File: src/rtl/uvts_pkg.sv
package uvts_pkg;

  // Configuration register indexes.
  typedef enum logic [1:0] {
    CfgOperationMinutes = 2'd0,
    CfgStandbyHours     = 2'd1,
    CfgTicksPerMinute   = 2'd2,
    CfgMoveTimeoutTicks = 2'd3
  } cfg_index_t;

  localparam int CfgDataWidth = 10;

  localparam logic [7:0] OperationMinutesReset = 8'd120;
  localparam logic [3:0] StandbyHoursReset     = 4'd10;
  localparam logic [9:0] TicksPerMinuteReset   = 10'd600;
  localparam logic [9:0] MoveTimeoutReset      = 10'd600;

  localparam logic [5:0] MinutesPerHour = 6'd60;

  // Tray positions reported by the appliance.
  localparam logic [1:0] PosIceMaking = 2'd1;
  localparam logic [1:0] PosIceThrow  = 2'd2;

  typedef enum logic [3:0] {
    StepStandby   = 4'd0,
    StepDown1     = 4'd1,
    StepDownChk1  = 4'd2,
    StepUvDown    = 4'd3,
    StepWait2     = 4'd4,
    StepUp        = 4'd5,
    StepUpChk     = 4'd6,
    StepUvUp      = 4'd7,
    StepDown2     = 4'd8,
    StepDownChk2  = 4'd9,
    StepFinish    = 4'd10
  } step_t;

  typedef struct packed {
    logic       ice_on;
    logic       ice_disabled;
    logic       other_busy;
    logic       cover_present;
    logic       system_ok;
    logic       down_motor_busy;
    logic       up_motor_busy;
    logic [1:0] tray_position;
    logic       tank_open;
    logic       extracting;
  } in_t;

  typedef struct packed {
    logic       uv_on;
    logic       tray_down_cmd;
    logic       tray_up_cmd;
    logic [3:0] step;
  } out_t;

  typedef struct packed {
    logic [7:0] operation_minutes;
    logic [3:0] standby_hours;
    logic [9:0] ticks_per_minute;
    logic [9:0] move_timeout_ticks;
  } cfg_t;

  typedef struct packed {
    step_t      seq_step;
    logic [9:0] move_timer;
    logic [9:0] run_ticks;
    logic [7:0] run_minutes;
    logic [9:0] wait_ticks;
    logic [5:0] wait_minutes;
    logic [3:0] wait_hours;
    logic       uv_armed;
  } state_t;

endpackage

File: src/rtl/uv_tray_sterilize_sequencer_core.sv
// UV tray sterilisation sequencer. Each input word is one 100 ms tick of appliance
// status; each accepted tick gives exactly one result word in the next cycle, carrying
// the UV lamp flag, one-tick tray commands and the step after the update. A new tick
// is taken in every cycle as long as the result register is free or being emptied in the
// same cycle; the only limit is that single output register. Configuration is written
// through cfg_we/cfg_index/cfg_data by the user while idle; the core does not enforce this.
module uv_tray_sterilize_sequencer_core (
  input  logic                                 clk,
  input  logic                                 rst,
  input  logic                                 in_valid,
  output logic                                 in_ready,
  input  uvts_pkg::in_t                        in_data,
  output logic                                 out_valid,
  input  logic                                 out_ready,
  output uvts_pkg::out_t                       out_data,
  input  logic                                 cfg_we,
  input  uvts_pkg::cfg_index_t                 cfg_index,
  input  logic [uvts_pkg::CfgDataWidth-1:0]    cfg_data
);

  uvts_pkg::cfg_t   cfg;
  uvts_pkg::state_t st;
  uvts_pkg::state_t st_next;
  uvts_pkg::out_t   dout;
  logic             accept;

  assign in_ready = !out_valid || out_ready;
  assign accept   = in_valid && in_ready;

  always_ff @(posedge clk) begin
    if (rst) begin
      cfg.operation_minutes  <= uvts_pkg::OperationMinutesReset;
      cfg.standby_hours      <= uvts_pkg::StandbyHoursReset;
      cfg.ticks_per_minute   <= uvts_pkg::TicksPerMinuteReset;
      cfg.move_timeout_ticks <= uvts_pkg::MoveTimeoutReset;
    end else if (cfg_we) begin
      case (cfg_index)
        uvts_pkg::CfgOperationMinutes: cfg.operation_minutes  <= cfg_data[7:0];
        uvts_pkg::CfgStandbyHours:     cfg.standby_hours      <= cfg_data[3:0];
        uvts_pkg::CfgTicksPerMinute:   cfg.ticks_per_minute   <= cfg_data[9:0];
        uvts_pkg::CfgMoveTimeoutTicks: cfg.move_timeout_ticks <= cfg_data[9:0];
        default: begin
          cfg.operation_minutes <= cfg.operation_minutes;
        end
      endcase
    end
  end

  uvts_step u_step (
    .cfg     (cfg),
    .st      (st),
    .din     (in_data),
    .st_next (st_next),
    .dout    (dout)
  );

  always_ff @(posedge clk) begin
    if (rst) begin
      st <= '0;
    end else if (accept) begin
      st <= st_next;
    end
  end

  always_ff @(posedge clk) begin
    if (rst) begin
      out_valid <= 1'b0;
    end else if (accept) begin
      out_valid <= 1'b1;
    end else if (out_ready) begin
      out_valid <= 1'b0;
    end
  end

  always_ff @(posedge clk) begin
    if (accept) begin
      out_data <= dout;
    end
  end

  a_accept_gives_word: assert property (@(posedge clk) disable iff (rst)
    accept |=> out_valid)
    else $error("accepted tick produced no result word");

  a_one_tray_cmd: assert property (@(posedge clk) disable iff (rst)
    out_valid |-> !(out_data.tray_down_cmd && out_data.tray_up_cmd))
    else $error("tray up and down commanded together");

  a_uv_in_run_step: assert property (@(posedge clk) disable iff (rst)
    (out_valid && out_data.uv_on) |->
      (out_data.step == uvts_pkg::StepUvDown || out_data.step == uvts_pkg::StepUvUp))
    else $error("UV lamp on outside a UV run step");

  a_step_in_range: assert property (@(posedge clk) disable iff (rst)
    st.seq_step <= uvts_pkg::StepFinish)
    else $error("sequence step beyond finish");

endmodule

File: src/rtl/uvts_step.sv
module uvts_step (
  input  uvts_pkg::cfg_t   cfg,
  input  uvts_pkg::state_t st,
  input  uvts_pkg::in_t    din,
  output uvts_pkg::state_t st_next,
  output uvts_pkg::out_t   dout
);

  logic abort;
  logic in_move_step;

  // Wait counter chain: ticks, minutes, saturating hours.
  logic [9:0] wt_inc, wt_new;
  logic       wt_roll;
  logic [5:0] wm_inc, wm_new;
  logic       wm_roll;
  logic [3:0] wh_new;
  logic       wait_done;

  // UV run counter chain.
  logic [9:0] rt_inc, rt_new;
  logic       rt_roll;
  logic [7:0] rm_new;
  logic       run_done;

  // Tray move timeout.
  logic [9:0] mt_inc;
  logic       move_done;

  logic uv_ok;

  assign abort = (din.ice_on && !din.ice_disabled) || din.other_busy || !din.cover_present;
  assign in_move_step = (st.seq_step == uvts_pkg::StepUp) || (st.seq_step == uvts_pkg::StepUpChk)
                     || (st.seq_step == uvts_pkg::StepUvUp) || (st.seq_step == uvts_pkg::StepDown2);

  assign wt_inc    = st.wait_ticks + 10'd1;
  assign wt_roll   = wt_inc >= cfg.ticks_per_minute;
  assign wt_new    = wt_roll ? 10'd0 : wt_inc;
  assign wm_inc    = wt_roll ? st.wait_minutes + 6'd1 : st.wait_minutes;
  assign wm_roll   = wm_inc >= uvts_pkg::MinutesPerHour;
  assign wm_new    = wm_roll ? 6'd0 : wm_inc;
  assign wh_new    = (wm_roll && st.wait_hours != 4'hF) ? st.wait_hours + 4'd1 : st.wait_hours;
  assign wait_done = wh_new >= cfg.standby_hours;

  assign rt_inc   = st.run_ticks + 10'd1;
  assign rt_roll  = rt_inc >= cfg.ticks_per_minute;
  assign rt_new   = rt_roll ? 10'd0 : rt_inc;
  assign rm_new   = (rt_roll && st.run_minutes != 8'hFF) ? st.run_minutes + 8'd1
                                                          : st.run_minutes;
  assign run_done = rm_new >= cfg.operation_minutes;

  assign mt_inc    = st.move_timer + 10'd1;
  assign move_done = mt_inc >= cfg.move_timeout_ticks;

  assign uv_ok = !din.tank_open && !din.extracting;

  // Next state.
  always_comb begin
    st_next = st;
    if (abort) begin
      st_next.run_ticks    = '0;
      st_next.run_minutes  = '0;
      st_next.wait_ticks   = '0;
      st_next.wait_minutes = '0;
      st_next.wait_hours   = '0;
      st_next.seq_step     = uvts_pkg::StepStandby;
      st_next.uv_armed     = 1'b0;
    end else begin
      case (st.seq_step)
        uvts_pkg::StepStandby, uvts_pkg::StepWait2: begin
          if (wait_done) begin
            st_next.run_ticks    = '0;
            st_next.run_minutes  = '0;
            st_next.wait_ticks   = '0;
            st_next.wait_minutes = '0;
            st_next.wait_hours   = '0;
            st_next.uv_armed     = 1'b1;
            if (st.seq_step == uvts_pkg::StepStandby) begin
              st_next.move_timer = '0;
              st_next.seq_step   = uvts_pkg::StepDown1;
            end else begin
              st_next.seq_step   = uvts_pkg::StepUp;
            end
          end else begin
            st_next.wait_ticks   = wt_new;
            st_next.wait_minutes = wm_new;
            st_next.wait_hours   = wh_new;
          end
        end
        uvts_pkg::StepDown1, uvts_pkg::StepUp, uvts_pkg::StepDown2: begin
          if (din.system_ok && !((st.seq_step == uvts_pkg::StepUp) ? din.up_motor_busy
                                                                   : din.down_motor_busy)) begin
            st_next.move_timer = '0;
            st_next.seq_step   = uvts_pkg::step_t'(st.seq_step + 4'd1);
          end else if (din.system_ok && !move_done) begin
            st_next.move_timer = mt_inc;
          end else begin
            // Fault or timeout: skip the check step and go on to the next UV run, or to finish after the last move.
            st_next.move_timer = '0;
            st_next.seq_step   = uvts_pkg::step_t'(st.seq_step + 4'd2);
          end
        end
        uvts_pkg::StepDownChk1, uvts_pkg::StepUpChk, uvts_pkg::StepDownChk2: begin
          if (din.tray_position == ((st.seq_step == uvts_pkg::StepUpChk) ?
                                    uvts_pkg::PosIceMaking : uvts_pkg::PosIceThrow)
              || move_done) begin
            st_next.move_timer = '0;
            st_next.seq_step   = uvts_pkg::step_t'(st.seq_step + 4'd1);
          end else begin
            st_next.move_timer = mt_inc;
          end
        end
        uvts_pkg::StepUvDown, uvts_pkg::StepUvUp: begin
          if (st.uv_armed) begin
            if (uv_ok) begin
              if (run_done) begin
                st_next.uv_armed     = 1'b0;
                st_next.run_ticks    = '0;
                st_next.run_minutes  = '0;
                st_next.wait_ticks   = '0;
                st_next.wait_minutes = '0;
                st_next.wait_hours   = '0;
              end else begin
                st_next.run_ticks   = rt_new;
                st_next.run_minutes = rm_new;
              end
            end
          end else begin
            st_next.move_timer = '0;
            st_next.seq_step   = uvts_pkg::step_t'(st.seq_step + 4'd1);
          end
        end
        uvts_pkg::StepFinish: begin
          st_next.move_timer   = '0;
          st_next.seq_step     = uvts_pkg::StepStandby;
          st_next.run_ticks    = '0;
          st_next.run_minutes  = '0;
          st_next.wait_ticks   = '0;
          st_next.wait_minutes = '0;
          st_next.wait_hours   = '0;
        end
        default: begin
          st_next.move_timer = '0;
          st_next.seq_step   = uvts_pkg::StepStandby;
        end
      endcase
    end
  end

  // Outputs of this tick.
  always_comb begin
    dout.uv_on         = 1'b0;
    dout.tray_down_cmd = 1'b0;
    dout.tray_up_cmd   = 1'b0;
    dout.step          = st_next.seq_step;
    if (abort) begin
      // Leaving with the tray up: send it back down if the motor is free.
      dout.tray_down_cmd = in_move_step && din.system_ok && !din.down_motor_busy
                        && din.tray_position != uvts_pkg::PosIceThrow;
    end else begin
      case (st.seq_step)
        uvts_pkg::StepDown1, uvts_pkg::StepDown2:
          dout.tray_down_cmd = din.system_ok && !din.down_motor_busy;
        uvts_pkg::StepUp:
          dout.tray_up_cmd = din.system_ok && !din.up_motor_busy;
        uvts_pkg::StepUvDown, uvts_pkg::StepUvUp:
          dout.uv_on = st.uv_armed && uv_ok;
        default: begin
          dout.uv_on = 1'b0;
        end
      endcase
    end
  end

endmodule
File: config.mk
export PLATFORM = sky130hd
export DESIGN_NAME = uv_tray_sterilize_sequencer_core
export DESIGN_NICKNAME = d
export VERILOG_FILES = /design/src/rtl/uvts_pkg.sv /design/src/rtl/uv_tray_sterilize_sequencer_core.sv /design/src/rtl/uvts_step.sv
export SDC_FILE = /design/constraint.sdc
export NUM_CORES = 1
export LEC_CHECK = 0
export ABC_AREA = 1
export BUFFER_PORTS_ARGS = -buffer_cell sky130_fd_sc_hd__buf_4
export CORE_MARGIN = 8
export CORE_UTILIZATION = 62
export CTS_CLUSTER_DIAMETER = 40
export CTS_CLUSTER_SIZE = 28
export DETAILED_ROUTE_END_ITERATION = 7
export MAX_ROUTING_LAYER = met4
export PLACE_DENSITY = 0.81
export SKIP_LAST_GASP = 1
export SLEW_MARGIN = 20
export SYNTH_ARGS = -nofsm -noshare
export SYNTH_HDL_FRONTEND = slang
export SYNTH_SLANG_ARGS = --single-unit
File: constraint.sdc
create_clock -name clk -period 7.8 [get_ports clk]
set_input_delay 0.39 -clock clk [delete_from_list [all_inputs] [get_ports clk]]
set_output_delay 0.39 -clock clk [all_outputs]
set_load 0.005 [all_outputs]
==> results of run 1 <==
[cell usage in the layout (no fill, tap or decap), types with 4 or more instances in the layout]
master	netlist	routed
nor2_2	5	5
inv_1	134	134
xnor2_1	7	7
o21ai_1	6	6
clkbuf_8	0	9
nor2_1	55	55
nor3_1	5	5
nand3_2	5	5
o21ai_0	55	55
nor2_4	6	6
clkbuf_1	12	4
buf_4	3	38
nand3_1	56	56
a211oi_1	7	7
ha_1	53	53
inv_2	9	9
xor2_1	25	25
nand4_1	12	12
nand2_2	9	9
o211ai_1	11	11
nand2_1	191	191
edfxtp_1	7	7
dfxtp_1	86	86
a21oi_1	89	89
[area by class of cell]
type                            count  share of cell area
Sequential cell                    93               0.290
Tap cell                          133              0.0249
Clock buffer                       14              0.0246
Multi-Input combinational cell    620               0.535
Inverter                          145              0.0820
Clock inverter                      1            0.000750
Timing Repair Buffer               38              0.0428
[worst paths after layout]
kind                                 to  slack (ns)  cells past startpoint
worst max register to register   st[12]        3.16                     27
worst min register to register  cfg[22]        0.47                      2
worst min-delay path             cfg[9]        0.27                      3
worst max-delay path             st[12]        3.16                     27
[metal layers]
metal | track usage | vias up
met2 | 0.370 | 155
met4 | 0.0797 | 0
met3 | 0.0276 | 18
li1 | - | 2901
met1 | 0.290 | 2550
met5 | - | -
[where the power goes]
part,leakage (nW),switching [W],internal (W)
combinational,2.32,0.0000950,0.0000504
sequential,0.771,0.0000105,0.000497
clock,0.0857,0.000166,0.000134
[cell usage after synthesis (all sizes together), types with 11 or more instances]
| library cell | instances | share of area |
|---|---|---|
| dfxtp | 86 | 0.28 |
| clkbuf | 12 | 0.0073 |
| o211ai | 11 | 0.013 |
| nor2 | 66 | 0.050 |
| nand2 | 203 | 0.13 |
| xor2 | 25 | 0.036 |
| nand3 | 63 | 0.059 |
| inv | 144 | 0.088 |
| ha | 53 | 0.11 |
| a21oi | 92 | 0.079 |
| nand4 | 14 | 0.016 |
| o21ai | 62 | 0.051 |
[metrics by stage]
stage	utilization	cells	hold slack [ns]	setup WS (ns)	total power, W
2_1_floorplan	-	877	0.435	3.86	0.000617
3_3_place_gp	0.671	1029	0.444	3.29	0.000656
3_5_place_dp	0.671	1029	0.454	3.16	0.000661
4_1_cts	0.689	1044	0.267	3.15	0.000957
5_1_grt	0.689	1044	0.288	2.59	0.000997
6_report	0.689	1044	0.269	3.16	0.000952
[worst max-delay path, cell delays in order, from the launching register on]
cell	delay, ns
dfxtp_1	0.37
inv_1	0.08
nor3_1	0.31
nand2_1	0.09
nor2_1	0.19
nand4_1	0.13
xor2_1	0.15
inv_1	0.07
ha_1	0.30
nand2_2	0.11
inv_1	0.07
a21oi_4	0.24
nand4_1	0.13
nand2_1	0.11
nand2_2	0.08
nor2_4	0.20
nand3_1	0.12
and2_1	0.18
ha_1	0.29
inv_1	0.06
o21bai_1	0.05
nand3_1	0.06
nand3_1	0.15
nor3_1	0.40
nand2_1	0.16
clkinv_1	0.20
a21oi_1	0.09
a211oi_1	0.17
[flip-flops by register name, summed over array words and instances (netlist names)]
signal,cells
out_valid,1
st,53
cfg,32
out_data,7
[cells by family (layout without fill, tap and decap cells)]
family / after synthesis / in the layout / share of synthesized area
xor+xnor: 32 / 32 / 0.0456
flops: 93 / 93 / 0.314
fa+ha+maj: 53 / 53 / 0.108
buf+inv: 164 / 198 / 0.104
simple gates: 358 / 358 / 0.269
compound gates: 177 / 177 / 0.159
==> results.py, run 1 <==
metrics = {
    "clock_network": {
        "clockBufferDepth": 2,
        "cts_setup_buffers": 0,
        "insertion_delay_ns": 0.37,
        "cts_tree": "yes",
        "cts-resized-gates": 0,
        "hold_buffers": 0,
        "h-tree-depth": 3,
        "cts.sinks": 93,
        "cts.clk_slew.worst_paths_ns": 0.09,
        "cts-root-buf": "clkbuf_8",
        "cts_buffers": 9,
    },
    "global_routing": {
        "grt_pass1_vias": 5418,
        "grt_pass1_wl_um": 24400,
        "grt_start_max_net_pins": 46,
        "gr-usage-all-layers": 0.229,
        "grt.overflow.total": 0,
        "antenna_found_initial": 0,
    },
    "critical_path": {
        "required_ns": 8.08,
        "crit_arrival_ns": 4.92,
        "worstSetupPathType": "reg -> reg",
        "setup.worst_path.start_class": "register",
        "crit_start": "st[11]",
        "critical_path.max_fanout": 10,
        "r2r-start": "st[11]",
        "critPathCaptureType": "register",
    },
    "sta": {
        "maxSlewHeadroom": 0.471,
        "setup_viol": 0,
        "rsz0062_at_grt": "no",
        "fin_tns_setup_ns": 0,
        "worstMarginPinSlew_ns": 0.788,
        "fin_crit_sh": 0.595,
        "fin_skew_ns": 0.00777,
        "slew_violations": 0,
        "fmax_mhz": 215,
        "hold_viol": 0,
        "period_minus_slack_ns": 4.64,
    },
    "power": {
        "vdd_ir_drop_max_uv": 77.8,
        "p_leak_nw": 3.18,
        "powerDensity_nw_per_um2": 143,
    },
    "routing": {
        "dr.first_iter.drc_count": 376,
        "first_pass_iters": 4,
        "vias_per_cell": 5.39,
        "wl_met2_um": 6670,
        "wl_met1_um": 6630,
        "dr_wl_met3_um": 717,
        "wl_per_cell_um": 13.6,
        "drc_errors": 0,
        "drt_wl_total_um": 14200,
        "detail-route-antenna-nets": 0,
        "vias": 5624,
        "maxUsedRoutingLayer": "met4",
    },
    "worst_hold_path": {
        "min_path_type": "in -> reg",
        "hp-start": "cfg_data[9]",
    },
    "die": {
        "core_um2": 9680,
        "io_pins": 37,
        "start_util": 0.634,
        "chipWidth_um": 116,
        "die_h_um": 116,
        "fp-row-count": 36,
        "fp.dieArea_um2": 13400,
    },
    "placement": {
        "io_buffers": 36,
        "dpl_cell_area_um2": 6500,
        "place.gp.congestion": 0.908,
        "place_hpwl_um": 10800,
    },
    "logic_synthesis": {
        "yosysWarnings": 0,
        "syn-num-nets": 958,
        "ys_ff_latch": 93,
        "syn_area_per_cell_um2": 7.01,
        "yosysUniqueCellTypes": 42,
        "synth_cells": 877,
        "synth_edf_count": 7,
        "ys_seq_area_frac": 0.314,
        "async_reset_ff_frac": 0,
        "synth_area_um2": 6140,
        "ys.flop_type": "dfxtp_1",
    },
    "flow_run": {
        "cap_viol_max_count": 0,
    },
    "finish": {
        "design_area_um2": 6670,
        "fillers": 869,
        "seqCellArea_um2": 1930,
        "nets": 988,
        "drive_gt1_frac": 0.109,
        "area_growth_pct": 8.57,
        "antennaDiodeCount": 0,
        "multi_input_area_um2": 3570,
    },
    "outcome": {
        "status": "complete, no violations",
    },
}
(Power assumes the default switching activity.)
==> inputs of run 2 (changes only) <==
- clock period: 7.8 -> 4.56 ns (I/O delays scaled with it)
==> run 2 against run 1 <==
Utilization up 4.8 points. Clock skew grew 0.0045 ns. Clock power up 89%. Fmax grew 4.8%. Die area stayed put. Wire length rose by 12%.
==> results.py, run 2 (same netlist as run 1, synthesis figures left out) <==
metrics = {
    "die": {
        "fp.dieArea_um2": 13400,
        "core_um2": 9680,
        "die_h_um": 116,
        "fp-row-count": 36,
        "io_pins": 37,
        "start_util": 0.634,
        "chipWidth_um": 116,
    },
    "sta": {
        "setup_viol": 0,
        "rsz0062_at_grt": "yes",
        "hold_viol": 0,
        "maxSlewHeadroom": 0.458,
        "hold_ws_ns": 0.0994,
        "period_minus_slack_ns": 4.43,
        "fmax_mhz": 226,
        "slew_violations": 0,
        "fin_tns_setup_ns": 0,
        "worstMarginPinSlew_ns": 0.807,
        "fin_crit_sh": 0.972,
        "fin_skew_ns": 0.0123,
    },
    "routing": {
        "vias": 5958,
        "drt_wl_total_um": 15900,
        "wl_per_cell_um": 14.9,
        "drc_errors": 0,
        "detail-route-antenna-nets": 0,
        "dr.first_iter.drc_count": 532,
        "vias_per_cell": 5.58,
        "first_pass_iters": 5,
    },
    "finish": {
        "final_cell_mix": "nand2_1 (177), inv_1 (131), a21oi_1 (86)",
        "largestRegisters": "st: 53 flops, cfg: 32 flops, out_data: 7 flops",
        "drive_gt1_frac": 0.184,
        "antennaDiodeCount": 0,
        "max_flop_register": "st",
        "final_common_cell": "nand2_1",
        "fillers": 749,
        "largest_reg_flops": 53,
        "nets": 1010,
        "area_growth_pct": 16.2,
    },
    "critical_path": {
        "critical_path.max_fanout": 12,
        "required_ns": 4.83,
        "reg2reg_depth": 28,
        "critPathBufInv": 5,
        "crit_start": "st[29]",
        "worstSetupPathType": "reg -> reg",
        "r2r-start": "st[29]",
        "setup.worst_path.start_class": "register",
        "max_stage_delay_ns": 0.35,
        "slowest_stage": "dfxtp_2",
        "path_common_cell": "inv_1",
        "crit_arrival_ns": 4.70,
        "critPathCaptureType": "register",
        "ff2ff_setup_slack_ns": 0.13,
        "reg2reg_to": "st[11]",
        "crit_family": "simple AND/OR/NAND/NOR gates",
    },
    "placement": {
        "place.gp.congestion": 0.922,
        "place_hpwl_um": 10900,
        "io_buffers": 36,
    },
    "power": {
        "vdd_ir_drop_max_uv": 120,
        "p_leak_nw": 3.33,
        "powerDensity_nw_per_um2": 240,
    },
    "flow_run": {
        "cap_viol_max_count": 0,
    },
    "clock_network": {
        "cts-root-buf": "clkbuf_8",
        "h-tree-depth": 3,
        "insertion_delay_ns": 0.37,
        "cts.clk_slew.worst_paths_ns": 0.09,
        "clockBufferDepth": 2,
        "cts.sinks": 93,
        "cts_buffers": 9,
        "cts_tree": "yes",
        "hold_buffers": 0,
    },
    "global_routing": {
        "grt_pass1_vias": 5476,
        "grt.overflow.total": 0,
        "antenna_found_initial": 0,
        "grt_start_max_net_pins": 46,
        "grt_pass1_wl_um": 25200,
        "gr-usage-all-layers": 0.239,
    },
    "worst_hold_path": {
        "min_path_type": "in -> reg",
        "hold_end": "cfg[19]",
        "hp-start": "cfg_data[9]",
        "whs_path_depth": 3,
    },
    "outcome": {
        "status": "complete, no violations",
    },
}
==> run 2: cell count changes in the layout (fill, tap and decap cells not counted), sizes merged <==
| cell | change |
|---|---|
| bufinv | +1 |
| buf | +16 |
| nand2 | +2 |
| inv | -1 |
| clkinvlp | +5 |
==> run 2: final cells by class <==
class	count	area, um^2	area share
Clock buffer	12	145	0.0203
Tap cell	133	166	0.0233
Inverter	145	559	0.0783
Sequential cell	93	1940	0.271
Clock inverter	4	47.5	0.00666
Timing Repair Buffer	56	429	0.0601
Timing Repair inverter	2	12.5	0.00175
Multi-Input combinational cell	622	3840	0.538
==> run 2: timing repair <==
item                                   CTS  global route
setup buffers                            0            14
cloned                                   2             4
endpoints found under the hold margin    0             0
setup endpoints to repair               22            53
pin swaps                                1            26
resized for setup                       11            68
==> run 2: how the worst max path moves through the flow <==
stage | endpoint | cells after the start | slack [ns]
after floorplan | st[24] | 28 | 0.62
after global placement | st[1] | 27 | 0.12
after detailed placement | st[15] | 27 | -0.07
after CTS | st[32] | 28 | 0.03
after global routing | st[30] | 29 | -0.22
final | st[11] | 28 | 0.13
==> run 2: worst min-delay path: cells and delay by family <==
| family | cells | cell delay (ns) |
|---|---|---|
| and+or+nand+nor | 1 | 0.05 |
| AOI/OAI and AO/OA | 1 | 0.07 |
| buffers and inverters | 1 | 0.10 |
==> run 2: metrics by stage <==
stage           util  std cells  cell area (um^2)  worst slack [ns]  power [W]
3_5_place_dp   0.673       1031              6520           -0.0665    0.00113
2_1_floorplan      -        877              6140             0.618    0.00105
4_1_cts        0.699       1049              6770            0.0266    0.00169
5_1_grt        0.737       1067              7140            -0.218    0.00179
3_3_place_gp   0.673       1031              6520             0.123    0.00112
6_report       0.737       1067              7140             0.129    0.00171
==> run 2: metal layers <==
layer	vias to the layer above	GRT usage	wire length [um]
met5	-	-	0
met4	0	0.0814	387
met2	230	0.400	7600
met1	2732	0.290	6870
li1	2961	-	-
met3	35	0.0318	1040
==> run 2: report_power, final <==
group          internal, W  total [W]  switching, W  leakage, nW
Combinational    0.0000964   0.000276      0.000180         2.46
Sequential        0.000850   0.000868     0.0000181        0.773
Clock             0.000268   0.000566      0.000299       0.0964
Total              0.00121    0.00171      0.000497         3.33
==> inputs of run 3 (changes only) <==
- clock period: 4.56 -> 5.3 ns (I/O delays scaled with it)
==> run 3 against run 2 <==
Utilization shrank 4.8 points. Combinational power shrank 22%. Critical path type unchanged. Highest routed layer unchanged. Die area stayed put. Final cell count fell by 2.2%. Final area down 6.6%. First-iteration DRC count fell by 30%.
==> results.py, run 3 (same netlist as run 1, synthesis figures left out) <==
metrics = {
    "clock_network": {
        "cts-resized-gates": 0,
        "cts.sinks": 93,
        "cts_tree": "yes",
        "clockBufferDepth": 2,
        "cts_setup_buffers": 0,
        "insertion_delay_ns": 0.37,
        "cts.clk_slew.worst_paths_ns": 0.08,
        "h-tree-depth": 3,
        "cts_buffers": 9,
        "hold_buffers": 0,
        "cts-root-buf": "clkbuf_8",
    },
    "global_routing": {
        "grt_start_max_net_pins": 46,
        "grt_pass1_vias": 5482,
        "antenna_found_initial": 0,
        "gr-usage-all-layers": 0.233,
        "grt.overflow.total": 0,
        "grt_pass1_wl_um": 24800,
    },
    "sta": {
        "hold_ws_ns": 0.143,
        "rsz0062_at_grt": "no",
        "period_minus_slack_ns": 4.67,
        "maxSlewHeadroom": 0.487,
        "fin_tns_setup_ns": 0,
        "setup_viol": 0,
        "hold_viol": 0,
        "slew_violations": 0,
        "fmax_mhz": 214,
        "worstMarginPinSlew_ns": 0.764,
        "fin_skew_ns": 0.00981,
        "fin_crit_sh": 0.880,
    },
    "finish": {
        "final_cell_mix": "nand2_1 (191), inv_1 (134), a21oi_1 (89)",
        "final_common_cell": "nand2_1",
        "area_growth_pct": 8.57,
        "largest_reg_flops": 53,
        "fin_cells": 1044,
        "design_area_um2": 6670,
        "largestRegisters": "st: 53 flops, cfg: 32 flops, out_data: 7 flops",
        "fillers": 854,
        "max_flop_register": "st",
        "drive_gt1_frac": 0.109,
        "nets": 988,
        "antennaDiodeCount": 0,
    },
    "routing": {
        "drc_errors": 0,
        "drt_wl_total_um": 14200,
        "vias": 5689,
        "vias_per_cell": 5.45,
        "first_pass_iters": 7,
        "detail-route-antenna-nets": 0,
        "dr.first_iter.drc_count": 370,
        "wl_per_cell_um": 13.6,
    },
    "die": {
        "fp.dieArea_um2": 13400,
        "die_h_um": 116,
        "fp-row-count": 36,
        "core_um2": 9680,
        "io_pins": 37,
        "chipWidth_um": 116,
        "start_util": 0.634,
    },
    "critical_path": {
        "path_common_cell": "inv_1",
        "crit_family": "simple AND/OR/NAND/NOR gates",
        "worstSetupPathType": "reg -> reg",
        "max_stage_delay_ns": 0.37,
        "crit_arrival_ns": 4.92,
        "critPathCaptureType": "register",
        "critical_path.max_fanout": 18,
        "setup.worst_path.start_class": "register",
        "required_ns": 5.55,
        "slowest_stage": "dfxtp_1",
        "critPathBufInv": 4,
    },
    "outcome": {
        "status": "complete, no violations",
    },
    "placement": {
        "place_inst": 1029,
        "place.gp.congestion": 0.908,
        "place_hpwl_um": 10800,
        "io_buffers": 36,
        "dpl_cell_area_um2": 6500,
    },
    "power": {
        "vdd_ir_drop_max_uv": 117,
        "switchingPower_w": 0.000397,
        "clock_power_share": 0.314,
        "p_comb_frac": 0.153,
        "switching_share": 0.284,
        "p_leak_nw": 3.18,
        "sequentialPowerShare": 0.533,
        "p_int_w": 0.00100,
        "powerDensity_nw_per_um2": 210,
    },
    "worst_hold_path": {
        "min_path_type": "in -> reg",
    },
    "flow_run": {
        "cap_viol_max_count": 0,
    },
}
-- run 3: cell types whose count changed in the layout (fill, tap and decap cells not counted), sizes merged --
cell	previous run	this run
buf	54	38
clkinvlp	5	0
nand2	205	203
bufinv	1	0
inv	143	144
-- run 3: layout make-up --
cell class / count / area, um^2 / share of cell area
Clock buffer: 14 / 164 / 0.0246
Inverter: 145 / 547 / 0.0820
Clock inverter: 1 / 5.00 / 0.000750
Tap cell: 133 / 166 / 0.0249
Timing Repair Buffer: 38 / 285 / 0.0428
Multi-Input combinational cell: 620 / 3570 / 0.535
Sequential cell: 93 / 1930 / 0.290
-- run 3: metrics by stage --
stage | worst slack (ns) | util | power, W
after floorplan | 1.36 | - | 0.000908
after global placement | 0.789 | 0.671 | 0.000965
after detailed placement | 0.648 | 0.671 | 0.000973
after CTS | 0.622 | 0.689 | 0.00141
after global routing | 0.126 | 0.689 | 0.00147
final | 0.634 | 0.689 | 0.00140
-- run 3: per-layer routing --
metal | GRT usage | share of wire | vias up
met1 | 0.297 | 0.47 | 2586
met2 | 0.374 | 0.45 | 172
met5 | - | 0 | -
li1 | - | - | 2907
met4 | 0.0841 | 0.019 | 0
met3 | 0.0276 | 0.055 | 24
-- run 3: worst paths after layout --
path	end	slack [ns]	start	depth (start not counted)
setup / recovery	st[29]	0.63	st[11]	27
hold / removal	cfg[9]	0.14	cfg_data[9]	3
setup reg to reg	st[29]	0.63	st[11]	27
hold reg to reg	cfg[7]	0.47	cfg[7]	2
-- run 3: tightest hold or removal path: stages --
cell and delay (ns):
buf_4 0.09, a21oi_1 0.05, o21ai_0 0.06
-- run 3: power groups by stage --
stage | registers [W] | logic, W | clock network, W
3_5_place_dp | 0.000763 | 0.000210 | 0
5_1_grt | 0.000750 | 0.000242 | 0.000478
4_1_cts | 0.000746 | 0.000212 | 0.000451
6_report | 0.000747 | 0.000214 | 0.000440
2_1_floorplan | 0.000758 | 0.000150 | 0
3_3_place_gp | 0.000762 | 0.000203 | 0
